<file path="src/sv/clcd_pkg.sv">
// shared types, codes and init tables for the character lcd write sequencer
// no dependencies; used by every module of the block
`timescale 1ns / 1ps
`default_nettype none

package clcd_pkg;

    // field widths
    localparam int ACTION_W  = 2;
    localparam int BYTE_W    = 8;
    localparam int NIB_W     = 4;
    localparam int HOLD_W    = 17;
    localparam int SUM_W     = 12;   // gap + settle + longest init wait
    localparam int CFG_W     = 8;
    localparam int CFG_IDX_W = 2;
    localparam int SUB_W     = 2;
    localparam int IDX_W     = 3;

    // default depth of the queue between front and back
    localparam int QUEUE_DEPTH_DEF = 4;

    // action codes on the input
    localparam logic [ACTION_W-1:0] ACT_BYTE = 2'd0;
    localparam logic [ACTION_W-1:0] ACT_NIB  = 2'd1;
    localparam logic [ACTION_W-1:0] ACT_PWR  = 2'd2;
    localparam logic [ACTION_W-1:0] ACT_RSVD = 2'd3;

    // register indexes
    localparam logic [CFG_IDX_W-1:0] REG_ENABLE_PULSE = 2'd0;
    localparam logic [CFG_IDX_W-1:0] REG_NIBBLE_GAP   = 2'd1;
    localparam logic [CFG_IDX_W-1:0] REG_BYTE_SETTLE  = 2'd2;

    // register reset values
    localparam logic [CFG_W-1:0] ENABLE_PULSE_RST = 8'd2;
    localparam logic [CFG_W-1:0] NIBBLE_GAP_RST   = 8'd5;
    localparam logic [CFG_W-1:0] BYTE_SETTLE_RST  = 8'd50;

    // power-on sequence constants
    localparam logic [HOLD_W-1:0] POWERON_IDLE_US = 17'd100000;
    localparam logic [NIB_W-1:0]  PWR_NIBBLE      = 4'h3;
    localparam logic [SUM_W-1:0]  PWR_NIB_WAIT_US = 12'd40;
    localparam logic [IDX_W-1:0]  INIT_LAST       = 3'd4;
    localparam logic [SUB_W-1:0]  SUB_LAST        = 2'd3;

    typedef enum logic [1:0] {
        KIND_BYTE = 2'd0,
        KIND_NIB  = 2'd1,
        KIND_PWR  = 2'd2
    } t_kind;

    typedef enum logic [3:0] {
        ST_IDLE = 4'b0001,
        ST_PWR  = 4'b0010,
        ST_NIB  = 4'b0100,
        ST_BYTE = 4'b1000
    } t_state;

    typedef struct packed {
        t_kind             kind;
        logic [BYTE_W-1:0] data_byte;
        logic              select_data;
    } t_cmd;

    typedef struct packed {
        logic [CFG_W-1:0] enable_pulse_us;
        logic [CFG_W-1:0] nibble_gap_us;
        logic [CFG_W-1:0] byte_settle_us;
    } t_cfg;

    typedef struct packed {
        logic              rs_level;
        logic [NIB_W-1:0]  data_nibble;
        logic              enable_level;
        logic [HOLD_W-1:0] hold_us;
        logic              last;
    } t_step;

    typedef struct packed {
        logic busy;
        logic pwr;
        logic rs;
    } t_bk_status;

    // commands sent by the power-on sequence
    function automatic logic [BYTE_W-1:0] init_cmd(input logic [IDX_W-1:0] idx);
        case (idx)
            3'd0, 3'd1: init_cmd = 8'h2C;
            3'd2:       init_cmd = 8'h0C;
            3'd3:       init_cmd = 8'h01;
            3'd4:       init_cmd = 8'h06;
            default:    init_cmd = 8'h00;
        endcase
    endfunction

    // extra wait after each power-on command
    function automatic logic [SUM_W-1:0] init_wait(input logic [IDX_W-1:0] idx);
        case (idx)
            3'd0:       init_wait = 12'd40;
            3'd1, 3'd2: init_wait = 12'd38;
            3'd3:       init_wait = 12'd2000;
            3'd4:       init_wait = 12'd53;
            default:    init_wait = 12'd0;
        endcase
    endfunction

endpackage

`default_nettype wire

</file>
<file path="src/sv/clcd_front.sv">
// front stage: accepts input items, drops the unused action code, classifies
// depends on clcd_pkg
`timescale 1ns / 1ps
`default_nettype none

module clcd_front (
    input  wire logic                             i_clk,
    input  wire logic                             i_rst_n,
    input  wire logic                             i_valid,
    output logic                                  o_ready,
    input  wire logic [clcd_pkg::ACTION_W-1:0]    i_action,
    input  wire logic [clcd_pkg::BYTE_W-1:0]      i_data_byte,
    input  wire logic                             i_select_data,
    output logic                                  o_cmd_valid,
    input  wire logic                             i_cmd_ready,
    output clcd_pkg::t_cmd                        o_cmd
);

    logic           r_valid;
    clcd_pkg::t_cmd r_cmd;
    clcd_pkg::t_cmd n_cmd;
    logic           w_take;

    assign o_ready = !r_valid || i_cmd_ready;
    assign w_take  = i_valid && o_ready;

    always_comb begin
        n_cmd.data_byte   = i_data_byte;
        n_cmd.select_data = i_select_data;
        case (i_action)
            clcd_pkg::ACT_BYTE: n_cmd.kind = clcd_pkg::KIND_BYTE;
            clcd_pkg::ACT_NIB:  n_cmd.kind = clcd_pkg::KIND_NIB;
            clcd_pkg::ACT_PWR:  n_cmd.kind = clcd_pkg::KIND_PWR;
            default:            n_cmd.kind = clcd_pkg::KIND_BYTE;
        endcase
    end

    always_ff @(posedge i_clk) begin
        if (!i_rst_n) begin
            r_valid <= 1'b0;
        end else if (w_take) begin
            // reserved action makes no steps, so it never enters the queue
            r_valid <= (i_action != clcd_pkg::ACT_RSVD);
        end else if (i_cmd_ready) begin
            r_valid <= 1'b0;
        end
    end

    always_ff @(posedge i_clk) begin
        if (w_take) begin
            r_cmd <= n_cmd;
        end
    end

    assign o_cmd_valid = r_valid;
    assign o_cmd       = r_cmd;

endmodule

`default_nettype wire

</file>
<file path="src/sv/clcd_fifo.sv">
// small command queue between front and back, flop storage
// depends on clcd_pkg
`timescale 1ns / 1ps
`default_nettype none

module clcd_fifo #(
    parameter int DEPTH = clcd_pkg::QUEUE_DEPTH_DEF
) (
    input  wire logic           i_clk,
    input  wire logic           i_rst_n,
    input  wire logic           i_valid,
    output logic                o_ready,
    input  wire clcd_pkg::t_cmd i_cmd,
    output logic                o_valid,
    input  wire logic           i_ready,
    output clcd_pkg::t_cmd      o_cmd
);

    localparam int AW = (DEPTH > 1) ? $clog2(DEPTH) : 1;
    localparam int CW = $clog2(DEPTH + 1);

    clcd_pkg::t_cmd  r_mem [DEPTH];
    logic [AW-1:0]   r_wr_ptr;
    logic [AW-1:0]   r_rd_ptr;
    logic [CW-1:0]   r_count;
    logic            w_push;
    logic            w_pop;

    assign o_ready = (r_count != CW'(DEPTH));
    assign o_valid = (r_count != '0);
    assign w_push  = i_valid && o_ready;
    assign w_pop   = i_ready && o_valid;
    assign o_cmd   = r_mem[r_rd_ptr];

    // pointers wrap at the depth
    function automatic logic [AW-1:0] bump(input logic [AW-1:0] p);
        bump = (p == AW'(DEPTH - 1)) ? '0 : p + 1'b1;
    endfunction

    always_ff @(posedge i_clk) begin
        if (!i_rst_n) begin
            r_wr_ptr <= '0;
            r_rd_ptr <= '0;
            r_count  <= '0;
        end else begin
            if (w_push) begin
                r_wr_ptr <= bump(r_wr_ptr);
            end
            if (w_pop) begin
                r_rd_ptr <= bump(r_rd_ptr);
            end
            if (w_push && !w_pop) begin
                r_count <= r_count + 1'b1;
            end else if (w_pop && !w_push) begin
                r_count <= r_count - 1'b1;
            end
        end
    end

    always_ff @(posedge i_clk) begin
        if (w_push) begin
            r_mem[r_wr_ptr] <= i_cmd;
        end
    end

endmodule

`default_nettype wire

</file>
<file path="src/sv/clcd_back.sv">
// back stage: steps through the pin states of each command into an output register
// depends on clcd_pkg
`timescale 1ns / 1ps
`default_nettype none

module clcd_back (
    input  wire logic                 i_clk,
    input  wire logic                 i_rst_n,
    input  wire clcd_pkg::t_cfg       i_cfg,
    input  wire logic                 i_cmd_valid,
    output logic                      o_cmd_ready,
    input  wire clcd_pkg::t_cmd       i_cmd,
    output logic                      o_valid,
    input  wire logic                 i_ready,
    output clcd_pkg::t_step           o_step,
    output clcd_pkg::t_bk_status      o_status
);

    clcd_pkg::t_state                r_state;
    clcd_pkg::t_state                n_state;
    logic                            r_pwr;
    logic                            n_pwr;
    logic                            r_rs;
    logic                            n_rs;
    logic [clcd_pkg::BYTE_W-1:0]     r_byte;
    logic [clcd_pkg::BYTE_W-1:0]     n_byte;
    logic [clcd_pkg::SUB_W-1:0]      r_sub;
    logic [clcd_pkg::SUB_W-1:0]      n_sub;
    logic [clcd_pkg::IDX_W-1:0]      r_idx;
    logic [clcd_pkg::IDX_W-1:0]      n_idx;
    logic                            r_out_valid;
    clcd_pkg::t_step                 r_out;

    clcd_pkg::t_step                 w_step;
    logic                            w_step_valid;
    logic                            w_load;
    logic                            w_take_new;
    logic [clcd_pkg::BYTE_W-1:0]     w_cur_byte;
    logic [clcd_pkg::SUM_W-1:0]      w_extra;
    logic [clcd_pkg::SUM_W-1:0]      w_gap_hold;

    assign w_step_valid = (r_state != clcd_pkg::ST_IDLE);
    assign w_load       = w_step_valid && (!r_out_valid || i_ready);
    assign w_take_new   = (r_state == clcd_pkg::ST_IDLE) || (w_load && w_step.last);
    assign o_cmd_ready  = w_take_new;

    // byte source: fixed init table during power-on, otherwise the item byte
    assign w_cur_byte = r_pwr ? clcd_pkg::init_cmd(r_idx) : r_byte;

    // step fields for the current position
    always_comb begin
        w_step     = '0;
        w_extra    = '0;
        w_gap_hold = '0;
        case (r_state)
            clcd_pkg::ST_PWR: begin
                w_step.hold_us = clcd_pkg::POWERON_IDLE_US;
            end
            clcd_pkg::ST_NIB: begin
                w_extra            = r_pwr ? clcd_pkg::PWR_NIB_WAIT_US : '0;
                w_gap_hold         = {4'b0, i_cfg.nibble_gap_us} + w_extra;
                w_step.rs_level    = r_rs;
                w_step.data_nibble = r_pwr ? clcd_pkg::PWR_NIBBLE : r_byte[3:0];
                w_step.enable_level = !r_sub[0];
                w_step.hold_us     = r_sub[0] ? {5'b0, w_gap_hold}
                                              : {9'b0, i_cfg.enable_pulse_us};
                w_step.last        = r_sub[0] && !r_pwr;
            end
            clcd_pkg::ST_BYTE: begin
                // settle and the init wait land on the low nibble's gap only
                w_extra            = r_sub[1] ? ({4'b0, i_cfg.byte_settle_us}
                                     + (r_pwr ? clcd_pkg::init_wait(r_idx) : '0)) : '0;
                w_gap_hold         = {4'b0, i_cfg.nibble_gap_us} + w_extra;
                w_step.rs_level    = r_rs;
                w_step.data_nibble = r_sub[1] ? w_cur_byte[3:0] : w_cur_byte[7:4];
                w_step.enable_level = !r_sub[0];
                w_step.hold_us     = r_sub[0] ? {5'b0, w_gap_hold}
                                              : {9'b0, i_cfg.enable_pulse_us};
                w_step.last        = (r_sub == clcd_pkg::SUB_LAST)
                                     && (!r_pwr || r_idx == clcd_pkg::INIT_LAST);
            end
            default: begin
                w_step = '0;
            end
        endcase
    end

    // sequencer
    always_comb begin
        n_state = r_state;
        n_pwr   = r_pwr;
        n_rs    = r_rs;
        n_byte  = r_byte;
        n_sub   = r_sub;
        n_idx   = r_idx;
        if (w_load) begin
            case (r_state)
                clcd_pkg::ST_PWR: begin
                    n_state = clcd_pkg::ST_NIB;
                    n_sub   = '0;
                end
                clcd_pkg::ST_NIB: begin
                    if (r_sub[0]) begin
                        n_state = clcd_pkg::ST_BYTE;
                        n_sub   = '0;
                        n_idx   = '0;
                    end else begin
                        n_sub = r_sub + 1'b1;
                    end
                end
                clcd_pkg::ST_BYTE: begin
                    if (r_sub == clcd_pkg::SUB_LAST) begin
                        n_idx = r_idx + 1'b1;
                    end
                    n_sub = r_sub + 1'b1;
                end
                default: begin
                    n_state = r_state;
                end
            endcase
            if (w_step.last) begin
                n_state = clcd_pkg::ST_IDLE;
                n_pwr   = 1'b0;
            end
        end
        if (w_take_new && i_cmd_valid) begin
            n_byte = i_cmd.data_byte;
            n_sub  = '0;
            case (i_cmd.kind)
                clcd_pkg::KIND_BYTE: begin
                    n_state = clcd_pkg::ST_BYTE;
                    n_pwr   = 1'b0;
                    n_rs    = i_cmd.select_data;
                end
                clcd_pkg::KIND_NIB: begin
                    n_state = clcd_pkg::ST_NIB;
                    n_pwr   = 1'b0;
                end
                clcd_pkg::KIND_PWR: begin
                    n_state = clcd_pkg::ST_PWR;
                    n_pwr   = 1'b1;
                    n_rs    = 1'b0;
                end
                default: begin
                    n_state = clcd_pkg::ST_IDLE;
                end
            endcase
        end
    end

    always_ff @(posedge i_clk) begin
        if (!i_rst_n) begin
            r_state     <= clcd_pkg::ST_IDLE;
            r_pwr       <= 1'b0;
            r_rs        <= 1'b0;
            r_out_valid <= 1'b0;
        end else begin
            r_state <= n_state;
            r_pwr   <= n_pwr;
            r_rs    <= n_rs;
            if (w_load) begin
                r_out_valid <= 1'b1;
            end else if (i_ready) begin
                r_out_valid <= 1'b0;
            end
        end
    end

    always_ff @(posedge i_clk) begin
        r_byte <= n_byte;
        r_sub  <= n_sub;
        r_idx  <= n_idx;
        if (w_load) begin
            r_out <= w_step;
        end
    end

    assign o_valid       = r_out_valid;
    assign o_step        = r_out;
    assign o_status.busy = w_step_valid;
    assign o_status.pwr  = r_pwr;
    assign o_status.rs   = r_rs;

endmodule

`default_nettype wire

</file>
<file path="src/sv/char_lcd_4bit_write_sequencer_unit.sv">
// top level of the 4-bit character lcd write sequencer: config registers,
// front stage, command queue and pin-step sequencer; depends on clcd_pkg,
// clcd_front, clcd_fifo and clcd_back
//
// usage
//   input stream (s_axis): one item per request; tdata carries action,
//   data_byte and select_data. action 0 sends a byte (4 pin steps), 1 sends
//   the low nibble of data_byte with the present rs level (2 steps), 2 runs
//   the power-on sequence (23 steps), 3 is swallowed with no steps.
//   output stream (m_axis): one item per pin step, rs / db7..db4 / e plus the
//   hold time in microseconds; tlast marks the final step of an input item.
//   config port: i_cfg_we writes i_cfg_wdata into register i_cfg_index
//   (0 enable pulse, 1 nibble gap, 2 byte settle); other indexes are ignored.
//   write only while the block is idle.
// timing
//   the back sequencer emits one pin step per cycle while the receiver keeps
//   tready high. an item passes the front register, queue, sequencer state
//   and output register before its first step appears. the front and queue
//   keep taking items while the sequencer works, so the input only stalls
//   once the queue is full.
// reset
//   synchronous, active low: registers return to 2 / 5 / 50 us, rs level to
//   command, queue empties. no clearing pass is needed.
// stalls
//   when the receiver holds tready low the output register keeps its step,
//   the sequencer waits, and backpressure reaches the input via the queue.
`timescale 1ns / 1ps
`default_nettype none

module char_lcd_4bit_write_sequencer_unit #(
    parameter int QUEUE_DEPTH = clcd_pkg::QUEUE_DEPTH_DEF
) (
    input  wire logic                              i_clk,
    input  wire logic                              i_rst_n,
    // input items
    input  wire logic                              i_s_axis_tvalid,
    output logic                                   o_s_axis_tready,
    // [1:0] action, [9:2] data_byte, [10] select_data, [15:11] zero
    input  wire logic [15:0]                       i_s_axis_tdata,
    // pin steps
    output logic                                   o_m_axis_tvalid,
    input  wire logic                              i_m_axis_tready,
    // [0] rs_level, [4:1] data_nibble, [5] enable_level, [22:6] hold_us, [23] zero
    output logic [23:0]                            o_m_axis_tdata,
    output logic                                   o_m_axis_tlast,
    // config write port
    input  wire logic                              i_cfg_we,
    input  wire logic [clcd_pkg::CFG_IDX_W-1:0]    i_cfg_index,
    input  wire logic [clcd_pkg::CFG_W-1:0]        i_cfg_wdata
);

    // timing registers
    logic [clcd_pkg::CFG_W-1:0] r_enable_pulse;
    logic [clcd_pkg::CFG_W-1:0] r_nibble_gap;
    logic [clcd_pkg::CFG_W-1:0] r_byte_settle;
    clcd_pkg::t_cfg             w_cfg;

    // front -> queue -> back
    logic                       w_fr_valid;
    logic                       w_fr_ready;
    clcd_pkg::t_cmd             w_fr_cmd;
    logic                       w_q_valid;
    logic                       w_q_ready;
    clcd_pkg::t_cmd             w_q_cmd;
    clcd_pkg::t_step            w_step;
    clcd_pkg::t_bk_status       w_status;

    always_ff @(posedge i_clk) begin
        if (!i_rst_n) begin
            r_enable_pulse <= clcd_pkg::ENABLE_PULSE_RST;
            r_nibble_gap   <= clcd_pkg::NIBBLE_GAP_RST;
            r_byte_settle  <= clcd_pkg::BYTE_SETTLE_RST;
        end else if (i_cfg_we) begin
            case (i_cfg_index)
                clcd_pkg::REG_ENABLE_PULSE: r_enable_pulse <= i_cfg_wdata;
                clcd_pkg::REG_NIBBLE_GAP:   r_nibble_gap   <= i_cfg_wdata;
                clcd_pkg::REG_BYTE_SETTLE:  r_byte_settle  <= i_cfg_wdata;
                default: begin
                    // index past the register list: ignored
                end
            endcase
        end
    end

    assign w_cfg.enable_pulse_us = r_enable_pulse;
    assign w_cfg.nibble_gap_us   = r_nibble_gap;
    assign w_cfg.byte_settle_us  = r_byte_settle;

    // front: takes items, drops the reserved action
    clcd_front u_front (
        .i_clk         (i_clk),
        .i_rst_n       (i_rst_n),
        .i_valid       (i_s_axis_tvalid),
        .o_ready       (o_s_axis_tready),
        .i_action      (i_s_axis_tdata[1:0]),
        .i_data_byte   (i_s_axis_tdata[9:2]),
        .i_select_data (i_s_axis_tdata[10]),
        .o_cmd_valid   (w_fr_valid),
        .i_cmd_ready   (w_fr_ready),
        .o_cmd         (w_fr_cmd)
    );

    // queue decouples item intake from pin stepping
    clcd_fifo #(
        .DEPTH (QUEUE_DEPTH)
    ) u_fifo (
        .i_clk   (i_clk),
        .i_rst_n (i_rst_n),
        .i_valid (w_fr_valid),
        .o_ready (w_fr_ready),
        .i_cmd   (w_fr_cmd),
        .o_valid (w_q_valid),
        .i_ready (w_q_ready),
        .o_cmd   (w_q_cmd)
    );

    // back: one pin step per cycle into the output register while the receiver takes them
    clcd_back u_back (
        .i_clk       (i_clk),
        .i_rst_n     (i_rst_n),
        .i_cfg       (w_cfg),
        .i_cmd_valid (w_q_valid),
        .o_cmd_ready (w_q_ready),
        .i_cmd       (w_q_cmd),
        .o_valid     (o_m_axis_tvalid),
        .i_ready     (i_m_axis_tready),
        .o_step      (w_step),
        .o_status    (w_status)
    );

    assign o_m_axis_tdata = {1'b0, w_step.hold_us, w_step.enable_level,
                             w_step.data_nibble, w_step.rs_level};
    assign o_m_axis_tlast = w_step.last;

    // power-on sequence always drives rs low
    a_pwr_rs_low: assert property (@(posedge i_clk) disable iff (!i_rst_n)
        (w_status.busy && w_status.pwr) |-> !w_status.rs)
        else $error("rs high during power-on sequence");

    // enable-high steps hold for the programmed pulse width
    a_pulse_hold: assert property (@(posedge i_clk) disable iff (!i_rst_n)
        (o_m_axis_tvalid && w_step.enable_level)
            |-> (w_step.hold_us == {9'b0, r_enable_pulse}))
        else $error("enable pulse hold differs from register");

    // an item never ends on an enable-high step
    a_last_on_low: assert property (@(posedge i_clk) disable iff (!i_rst_n)
        (o_m_axis_tvalid && o_m_axis_tlast) |-> !w_step.enable_level)
        else $error("last step has enable high");

endmodule

`default_nettype wire

</file>
<file path="config.mk">
export PLATFORM = sky130hd
export DESIGN_NAME = char_lcd_4bit_write_sequencer_unit
export DESIGN_NICKNAME = d
export VERILOG_FILES = /design/src/sv/clcd_pkg.sv /design/src/sv/clcd_front.sv /design/src/sv/clcd_fifo.sv /design/src/sv/clcd_back.sv /design/src/sv/char_lcd_4bit_write_sequencer_unit.sv
export SDC_FILE = /design/constraint.sdc
export NUM_CORES = 1
export LEC_CHECK = 0
export ABC_AREA = 0
export ABC_CLOCK_PERIOD_IN_PS = 5400
export BUFFER_PORTS_ARGS = -buffer_cell sky130_fd_sc_hd__buf_2
export CELL_PAD_IN_SITES_DETAIL_PLACEMENT = 1
export CELL_PAD_IN_SITES_GLOBAL_PLACEMENT = 1
export CORE_UTILIZATION = 40
export DETAILED_ROUTE_END_ITERATION = 8
export PLACE_DENSITY_LB_ADDON = 0.05
export SLEW_MARGIN = 20
export SYNTH_ARGS = -nofsm -noshare
export SYNTH_HDL_FRONTEND = slang
export SYNTH_SLANG_ARGS = --single-unit
</file>
<file path="constraint.sdc">
create_clock -name i_clk -period 5.4 [get_ports i_clk]
set_clock_uncertainty 0.2 [all_clocks]
set_input_delay 0.54 -clock i_clk [delete_from_list [all_inputs] [get_ports i_clk]]
set_output_delay 0.54 -clock i_clk [all_outputs]
set_load 0.01 [all_outputs]
</file>
==> key figures <==
Yosys
  • Synth unique cells: 60
  • Avg Inst Size Synth: between 10 and 15 um^2
  • Post-synth EDFFs: between 80 and 90
  • Register area share after synthesis: 0.547
  • Syn. warnings: 0
  • Share of the synthesized area in the top cell type: 0.410
  • #FFs+latches synth: 129
  • Top_reg_cell synth: edfxtp_1
  • Largest area contributor in the netlist: edfxtp_1
  • Mapped cell area: roughly 0.0063 mm^2
  • Async set-reset flop share out of synthesis: 0
  • Dominant cells by area after synthesis: edfxtp_1 (41%), dfxtp_1 (14%), ha_1 (6.6%)
  • Syn Inst Count: about 520

Drt
  • Number of routed nets with antenna violations: 0
  • Via count: just over 4,000
  • DRC violations left: 0
  • Via-to-Cell Ratio: a little over 5
  • Drt initial violations: about 180
  • Final WL: between 10,000 and 15,000 um
  • 1st-pass router iterations: 4
  • Post-DR wirelength/cell: between 15 and 20 um

Die
  • Top-Level Pins: 58
  • Cell Rows: 45
  • Core ar.: around 0.015 mm^2
  • DIE AREA: 0.0162 mm^2
  • Initial core utilization: 0.412
  • Die width: approximately 130 um
  • Vert. Die Dim: ~130 um

Clock tree
  • H-tree levels: 4
  • Post-cts sizing count: 0
  • CTS tree: built
  • Post-CTS Setup Inserts: 0
  • Clock Path Buffers: 2
  • Clock Tree Root: clkbuf_16
  • Number of hold buffers added after CTS: 0
  • Clock Sinks: around 130
  • Worst skew pair latency: between 0.4 and 0.5 ns
  • Clock-pin slew on the worst setup and hold paths: approximately 0.060 ns
  • Num CTS Buffers: 17

Setup path
  • R2R Path Start: u_back.r_idx[0]$_SDFFCE_PN0P_
  • CP Capture Type: flip-flop
  • Crit Path Max Fanout: 6
  • Data required, critical path: 5.34 ns
  • Worst setup SP type: flip-flop
  • Worst Path Arrival: between 4 and 5 ns
  • Register-to-Register Path Depth: 19
  • Crit Path Category: reg2reg
  • Reg2Reg Capture Point: u_back.o_step[8]$_DFFE_PP_
  • R2R Setup Slk: 0.94 ns

Timing
  • Fmax: 0.224 GHz
  • Worst rel slew slack: 0.369
  • Final setup fails: 0
  • Final hold vios: 0
  • Max-slew violation count: 0
  • Final hold slack: 0.0954 ns
  • Worst-Margin Slew: 0.937 ns
  • Minimum clock period: 4.46 ns
  • Setup TNS: 0 ns
  • Crit share post-route: 0.826
  • RSZ-0062 raised after global routing: false

Flow run
  • Max cap viols: 0

Cells and area
  • Share of cells above drive strength 1: 0.175
  • P&R area growth vs syn: 15.5%
  • Fin cells: 794
  • Net count, final: about 640
  • ANT cells: 0

Placed design
  • Placed cell count: roughly 760
  • Placer's final routability congestion estimate: 0.860
  • Port Buf Inserts: 48
  • Detailed placement HPWL: approximately 10,000 um

Power and ir drop
  • Maximum VDD drop: 269 uV
  • Power Dens Cells: about 460 mW/mm^2
  • Leakage power figure: approximately 3 nW

GRT
  • Grt ovf: 0
  • First-pass GRT wire length: about 23,000 um
  • Largest net degree at the start of global routing: between 40 and 50
  • Initial antenna violation count: 0
  • Total track usage: 0.189
  • Number of global-route vias before repair: 4,278

Min path
  • Hold_sp: i_s_axis_tdata[10]
  • Worst Hold Class: in2reg
  • Hold Path Depth: 1
  • Hold endpoint: u_front.o_cmd[0]$_DFFE_PP_

Run status
  • Status: complete, no violations
==> state kept, by name (all words and copies together), names as in the netlist, 2 cells and up, named ones only <==
register,cells
u_back.r_state,4
u_back.o_step,20
u_fifo.r_rd_ptr,2
u_back.r_sub,2
u_fifo.r_mem,44
u_fifo.r_count,3
r_byte_settle,8
u_fifo.r_wr_ptr,2
u_back.r_idx,3
u_back.r_byte,8
r_enable_pulse,8
r_nibble_gap,8
u_front.o_cmd,11
==> layer usage <==
| metal | part of all wire | track usage | wire length [um] | vias up |
|---|---|---|---|---|
| met4 | 0.014 | 0.0749 | 191 | 0 |
| met1 | 0.44 | 0.225 | 6250 | 2027 |
| met3 | 0.022 | 0.0410 | 310 | 10 |
| met5 | 0 | 0 | 0 | - |
| met2 | 0.52 | 0.333 | 7370 | 60 |
| li1 | - | - | - | 2007 |
==> synth_stat cells (2+ instances only) <==
cell,n
dfxtp_1,43
nor2_1,37
ha_1,33
nor3_1,10
o211ai_1,5
o22ai_1,3
nor3b_1,2
clkbuf_1,13
buf_4,5
a21o_1,6
and2_1,13
o21bai_1,3
nand2b_1,3
and3_1,5
o21ai_2,2
o21ai_1,3
mux2i_1,28
or4b_4,2
xor2_1,6
or3_1,4
inv_1,23
a211oi_1,3
buf_6,2
o21ai_0,26
fa_1,3
a221oi_1,3
xnor2_1,11
a21boi_1,3
a21boi_0,4
mux4_2,11
edfxtp_1,86
or4b_1,2
a31oi_1,3
a21oi_1,13
nand2_1,28
buf_2,2
o21a_1,5
nand3_1,7
nor2b_1,30
a22oi_1,5
nand3b_1,6
==> metrics by stage <==
| step | total power, mW | area (um^2) | utilization | setup WS (ns) |
|---|---|---|---|---|
| after floorplan | 2.02 | 6300 | - | 1.40 |
| after CTS | 3.41 | 7270 | 0.476 | 0.883 |
| after global routing | 3.56 | 7270 | 0.476 | 0.506 |
| final | 3.36 | 7270 | 0.476 | 0.940 |
| after global placement | 2.28 | 6710 | 0.440 | 1.03 |
| after detailed placement | 2.31 | 6710 | 0.440 | 0.903 |
==> worst max-delay path, stage by stage (launching register included) <==
cell	delay (ns)
edfxtp_1	0.44
inv_1	0.11
ha_1	0.28
nand3_1	0.17
inv_1	0.09
ha_1	0.18
inv_1	0.06
fa_1	0.38
nor2b_1	0.21
o21ai_0	0.10
nand2_1	0.08
xnor2_1	0.11
nor2_1	0.06
ha_1	0.33
and3_1	0.22
a2111o_1	0.45
a31oi_1	0.21
xnor2_1	0.10
a221oi_1	0.29
o21ai_0	0.13
==> layout make-up <==
cell class,count,area [um^2]
inverter,23,86.3
sequential,129,3440
tap,211,264
clock buffer,17,425
clock inverter,14,133
timing repair buffer,51,263
multi-input combinational,349,2650
fill,1580,7990
==> power breakdown <==
group / switching, mW / internal (mW)
registers: 0.155 / 1.29
logic: 0.496 / 0.331
clock network: 0.451 / 0.636
total: 1.10 / 2.26
==> cell families (layout without fill, tap and decap cells) <==
| family | Yosys count | count (layout) | share of synthesized area |
|---|---|---|---|
| compound gates | 100 | 100 | 0.107 |
| buf+inv | 46 | 105 | 0.0332 |
| xor+xnor | 17 | 17 | 0.0237 |
| mux | 39 | 39 | 0.0839 |
| other cells | 1 | 4 | 0.000596 |
| simple gates | 153 | 153 | 0.129 |
| flops | 129 | 129 | 0.547 |
| fa+ha+maj | 36 | 36 | 0.0752 |
==> placed cells by master (no fill, tap or decap), types with 13 or more instances in the layout <==
cell type and count:
edfxtp_1 86, buf_2 48, dfxtp_1 43, nor2_1 37, ha_1 33, nor2b_1 30, nand2_1 28, mux2i_1 28
o21ai_0 26, inv_1 23, clkbuf_16 17, a21oi_1 13, and2_1 13
==> worst max-delay path by stage <==
stage / to / cells past startpoint / slack [ns] / start
6_report: u_back.o_step[8]$_DFFE_PP_ / 19 / 0.94 / u_back.r_idx[0]$_SDFFCE_PN0P_
5_1_grt: u_back.o_step[8]$_DFFE_PP_ / 19 / 0.51 / u_back.r_idx[0]$_SDFFCE_PN0P_
4_1_cts: u_back.o_step[8]$_DFFE_PP_ / 19 / 0.88 / u_back.r_idx[0]$_SDFFCE_PN0P_
3_5_place_dp: u_back.o_step[8]$_DFFE_PP_ / 19 / 0.90 / u_back.r_idx[0]$_SDFFCE_PN0P_
3_3_place_gp: u_back.o_step[8]$_DFFE_PP_ / 19 / 1.03 / u_back.r_idx[0]$_SDFFCE_PN0P_
2_1_floorplan: u_back.o_step[8]$_DFFE_PP_ / 19 / 1.40 / u_back.r_idx[0]$_SDFFCE_PN0P_
No activity file was read; power rests on OpenSTA's default activity.
